===== src/rtl/ri1d_pkg.sv =====
// Shared types, codes and constants for the 1-D resampling interpolator.
`timescale 1ns / 1ps
`default_nettype none
package ri1d_pkg;

    localparam int SAMPLE_BITS = 16;
    localparam int IN_COUNT_W  = 11;
    localparam int OUT_COUNT_W = 16;
    localparam int MODE_W      = 2;
    localparam int STATUS_W    = 2;
    localparam int NUM_W       = OUT_COUNT_W + IN_COUNT_W;

    localparam logic [IN_COUNT_W-1:0]  IN_COUNT_RST  = IN_COUNT_W'(5);
    localparam logic [OUT_COUNT_W-1:0] OUT_COUNT_RST = OUT_COUNT_W'(41);

    localparam logic [MODE_W-1:0] MODE_NEAREST = 2'd0;
    localparam logic [MODE_W-1:0] MODE_LINEAR  = 2'd1;
    localparam logic [MODE_W-1:0] MODE_CUBIC   = 2'd2;
    localparam logic [MODE_W-1:0] MODE_ZERO    = 2'd3;

    localparam logic [STATUS_W-1:0] STAT_OK        = 2'd0;
    localparam logic [STATUS_W-1:0] STAT_BAD_INDEX = 2'd1;
    localparam logic [STATUS_W-1:0] STAT_NOT_FULL  = 2'd2;

    localparam logic CMD_LOAD    = 1'b0;
    localparam logic CMD_REQUEST = 1'b1;

    localparam logic [1:0] REG_IN_COUNT  = 2'd0;
    localparam logic [1:0] REG_OUT_COUNT = 2'd1;
    localparam logic [1:0] REG_MODE      = 2'd2;

    typedef enum logic [3:0] {
        ST_IDLE,
        ST_DIV_GO,
        ST_DIV,
        ST_PREP,
        ST_WMUL,
        ST_TRD,
        ST_TMUL,
        ST_TACC,
        ST_FIN,
        ST_RDA,
        ST_RDB,
        ST_OUT
    } t_state;

    typedef struct packed {
        logic                          command;
        logic signed [SAMPLE_BITS-1:0] sample;
        logic [OUT_COUNT_W-1:0]        out_index;
    } t_in_item;

    typedef struct packed {
        logic signed [SAMPLE_BITS-1:0] value;
        logic [STATUS_W-1:0]           status;
    } t_out_item;

    typedef struct packed {
        logic busy;
        logic done;
    } t_div_stat;

endpackage
`default_nettype wire


===== src/rtl/ri1d_div.sv =====
// Restoring divider, one quotient bit per cycle.
`timescale 1ns / 1ps
`default_nettype none
module ri1d_div #(
    parameter int DW = 43
) (
    input  wire logic                                 i_clk,
    input  wire logic                                 i_rst_n,
    input  wire logic                                 i_start,
    input  wire logic [DW-1:0]                        i_dividend,
    input  wire logic [ri1d_pkg::OUT_COUNT_W-1:0]     i_divisor,
    output logic [DW-1:0]                             o_quotient,
    output ri1d_pkg::t_div_stat                       o_stat
);
    import ri1d_pkg::*;

    localparam int CW = $clog2(DW + 1);

    logic [DW-1:0]          r_q;
    logic [OUT_COUNT_W-1:0] r_rem;
    logic [OUT_COUNT_W-1:0] r_den;
    logic [CW-1:0]          r_cnt;
    logic                   r_done;
    logic [OUT_COUNT_W:0]   trial;
    logic [OUT_COUNT_W:0]   diff;
    logic                   qbit;

    assign trial = {r_rem, r_q[DW-1]};
    assign diff  = trial - {1'b0, r_den};
    assign qbit  = (trial >= {1'b0, r_den});

    always_ff @(posedge i_clk) begin
        if (!i_rst_n) begin
            r_cnt  <= '0;
            r_done <= 1'b0;
        end else begin
            r_done <= 1'b0;
            if (i_start) begin
                r_cnt <= CW'(DW);
            end else if (r_cnt != '0) begin
                r_cnt <= r_cnt - 1'b1;
                if (r_cnt == CW'(1)) begin
                    r_done <= 1'b1;
                end
            end
        end
    end

    always_ff @(posedge i_clk) begin
        if (i_start) begin
            r_q   <= i_dividend;
            r_rem <= '0;
            r_den <= i_divisor;
        end else if (r_cnt != '0) begin
            r_rem <= qbit ? diff[OUT_COUNT_W-1:0] : trial[OUT_COUNT_W-1:0];
            r_q   <= {r_q[DW-2:0], qbit};
        end
    end

    assign o_quotient  = r_q;
    assign o_stat.busy = (r_cnt != '0);
    assign o_stat.done = r_done;

endmodule
`default_nettype wire


===== config.mk =====
export PLATFORM = sky130hd
export DESIGN_NAME = ri1d_div
export DESIGN_NICKNAME = d
export VERILOG_FILES = /design/src/rtl/ri1d_pkg.sv /design/src/rtl/ri1d_div.sv
export SDC_FILE = /design/constraint.sdc
export NUM_CORES = 1
export LEC_CHECK = 0
export BUFFER_PORTS_ARGS = -buffer_cell sky130_fd_sc_hd__buf_2
export CORE_ASPECT_RATIO = 0.8
export CORE_UTILIZATION = 54
export DETAILED_ROUTE_END_ITERATION = 6
export GPL_TIMING_DRIVEN = 0
export HOLD_SLACK_MARGIN = 0.03
export PLACE_DENSITY = 0.81
export SYNTH_ARGS = -nofsm -noshare
export SYNTH_HDL_FRONTEND = slang
export SYNTH_SLANG_ARGS = --single-unit

===== constraint.sdc =====
create_clock -name i_clk -period 3.1 [get_ports i_clk]
set_input_delay 0 -clock i_clk [delete_from_list [all_inputs] [get_ports i_clk]]
set_output_delay 0 -clock i_clk [all_outputs]
set_load 0.02 [all_outputs]

==> results.cfg <==
[sta]
final_hold_viol_count = 0
max_freq_mhz = 378
rsz0062_at_grt = false
max_slew_margin_pct = 57.2
final.setup.tns_ns = 0
setup_ws_ns = 0.452
fin_skew_ns = 0.0129
slew_violations = 0
worst_pin_slew_ns = 0.642
setup_viol = 0
min_period_over_period_pct = 85.4
fin_crit_ns = 2.65

[finish]
fillers = 500
final-seq-area_um2 = 2230
n_antenna_cell = 0
fin_nets = 639
multi_input_area_um2 = 1900
syn_to_final_growth_pct = 34.1
final_cell_count_no_fill = 667
drive_gt1_share_pct = 34.3

[synth]
synth_enable_flop_cells = 59
yosys.area.top_type = edfxtp_1
yosysMostFrequentCell = edfxtp_1
synthMuxAreaShare_pct = 11.6
ys_top_cells_by_count = edfxtp_1, mux2_2, inv_1
synth_fp_nets = 461
synth_fa_ha_area_share_pct = 5.90
synth_simple_gate_area_share_pct = 9.57
ys_types = 55
ys.flop_type = edfxtp_1
synth_top_family_by_area = compound AO/OA/AOI/OAI gates
synthArstFlopShare_pct = 0
syn-cell-area_um2 = 4370
postSynthAreaPerCell_um2 = 11.5
synth-compound-area-share_pct = 13.8
synth_top_area_share_pct = 40.6
synth-seq-cells = 82
yosysWarnings = 0
synth-xor-area-share_pct = 2.61
synth_cells = 379
synth_area_leaders = edfxtp_1, mux2_2, dfxtp_1
ys_seq_area_share_pct = 51.1

[placed_design]
port_buffers = 106
dpl_worst_slack_ns = 0.579
place_congestion = 0.858
place_inst = 591
hpwlAfterDp_um = 7300

[drt]
drc = 0
drt_iter0_markers = 193
routed_via_density = 5.66
drtAntennaViolNets = 0
routed_wl_um = 12400
routedWlPerCell_um = 18.6
num_vias = 3776
drtPass1Iterations = 5

[cts]
clk_pin_slew_ns = 0.10
htree_levels = 3
numCtsBuffers = 9
post_cts_buffers = 0
cts_tree = done
cts_buffer_depth = 2
clk_latency_ns = 0.38
cts.sinks = 82
cts-root-buf = clkbuf_8

[grt]
grt_pass1_vias = 3761
grt_usage_pct = 30.5
antenna_found_initial = 0
grt_max_degree = 42
grt.overflow.total = 0
grt_pass1_wl_um = 18700

[pwr]
ir_drop_mv = 0.352
combPwrFrac_pct = 32.6
power_density_nw_per_um2 = 586
power.switching_mw = 1.21
finalPower_mw = 3.43
seqPwrFrac_pct = 42.4
internal-power_mw = 2.22
power_frac_clock_pct = 25.0
p_sw_share_pct = 35.3
p_leak_nw = 2.51

[floorplan]
core-area_um2 = 7600
rows = 28
start_util_pct = 57.5
die-height_um = 82.4
die-area_um2 = 8450
ios = 107
die_w_um = 103

[critical_path]
cp.required_ns = 3.10
cp_max_fo = 10
cp-start-kind = register
rrSetupSlack_ns = 0.46
worstPathArrival_ns = 2.65
r2r_cells = 11
critical_path_class = register to output port
end_kind = output port

[min_path]
worstHoldPathType = primary input to register
hold_depth = 1

[job]
drv_cap = 0

[status]
status = complete, no violations
worst max-delay path, cell delays in order, from the launching register on:
cell,delay [ns]
dfxtp_1,0.38
inv_1,0.10
ha_1,0.19
and2_1,0.13
clkbuf_1,0.17
inv_1,0.10
clkbuf_1,0.39
clkbuf_1,0.53
buf_2,0.28
power by group through the flow:
stage | clock [mW] | sequential (mW) | combinational [mW]
after floorplan | 0 | 1.56 | 0.627
after global placement | 0 | 1.45 | 0.975
after detailed placement | 0 | 1.46 | 1.01
after CTS | 0.840 | 1.44 | 1.08
after global routing | 0.901 | 1.47 | 1.20
final | 0.858 | 1.46 | 1.12
per-layer routing:
metal	global-route usage, %	part of all wire [%]	vias up
li1	-	-	1745
met1	36.7	40	1801
met2	51.5	50	185
met3	6.48	6.4	45
met4	16.9	3.9	0
met5	0	0	-
placed cells by master (no fill, tap or decap), types with 3 or more instances in the layout:
cell type      count
buf_2            111
dlygate4sd3_1     60
edfxtp_1          59
mux2_2            43
inv_1             29
nor2_1            28
nand2_1           24
dfxtp_1           23
ha_1              19
a21oi_1           12
clkbuf_1          11
a21o_1            11
xnor2_1           10
clkbuf_8           9
o21a_1             8
nand2_2            7
a31oi_1            7
o21ai_0            7
a311oi_1           7
nor3_1             5
buf_4              4
nand4_1            4
nand3_1            4
and2_1             3
o2111ai_1          3
a211oi_2           3
or3_1              3
a211oi_1           3
a21boi_0           3
xor2_1             3
inv_6              3
cells by family (layout without fill, tap and decap cells):
group	count (synthesis)	in the layout
multiplexers	45	45
XOR/XNOR	13	13
adder cells (fa/ha/maj)	20	20
flip-flops	82	82
buffers and inverters	51	234
AND/OR/NAND/NOR	88	88
AO/OA/AOI/OAI	80	80
path summary, 6_finish.rpt:
path,startpoint,to
hold reg to reg,r_rem[5]$_SDFFE_PP0N_,r_rem[6]$_SDFFE_PP0N_
setup / recovery,r_cnt[0]$_SDFFE_PN0P_,o_stat[1]
setup reg to reg,r_den[12]$_DFFE_PP_,r_rem[2]$_SDFFE_PP0N_
hold / removal,i_start,r_den[5]$_DFFE_PP_
area by class of cell:
class	instances	share of cell area [%]
plain buffers	22	2.18
clock buffers	9	2.11
clock inverters	7	1.41
inverters	29	1.86
multi-input cells	246	32.5
flip-flops and latches	82	38.1
well taps	105	2.24
repair buffers	167	19.6
state kept, by name (all words and copies together) (netlist names):
name        flops
o_quotient     43
r_cnt           6
r_den          16
r_done          1
r_rem          16
repair_timing:
item	CTS	global route
hold buffers	60	0
resized for setup	0	0
hold endpoints to repair	66	0
per-stage QoR:
stage | cell area, um2 | utilization, % | hold WS, ns
after floorplan | 4370 | - | 0.0989
after global placement | 5030 | 66.2 | 0.176
after detailed placement | 5050 | 66.5 | 0.178
after CTS | 5860 | 77.1 | 0.115
after global routing | 5860 | 77.1 | 0.108
final | 5860 | 77.1 | 0.112
Note: power is estimated with default switching activity, not from simulation.
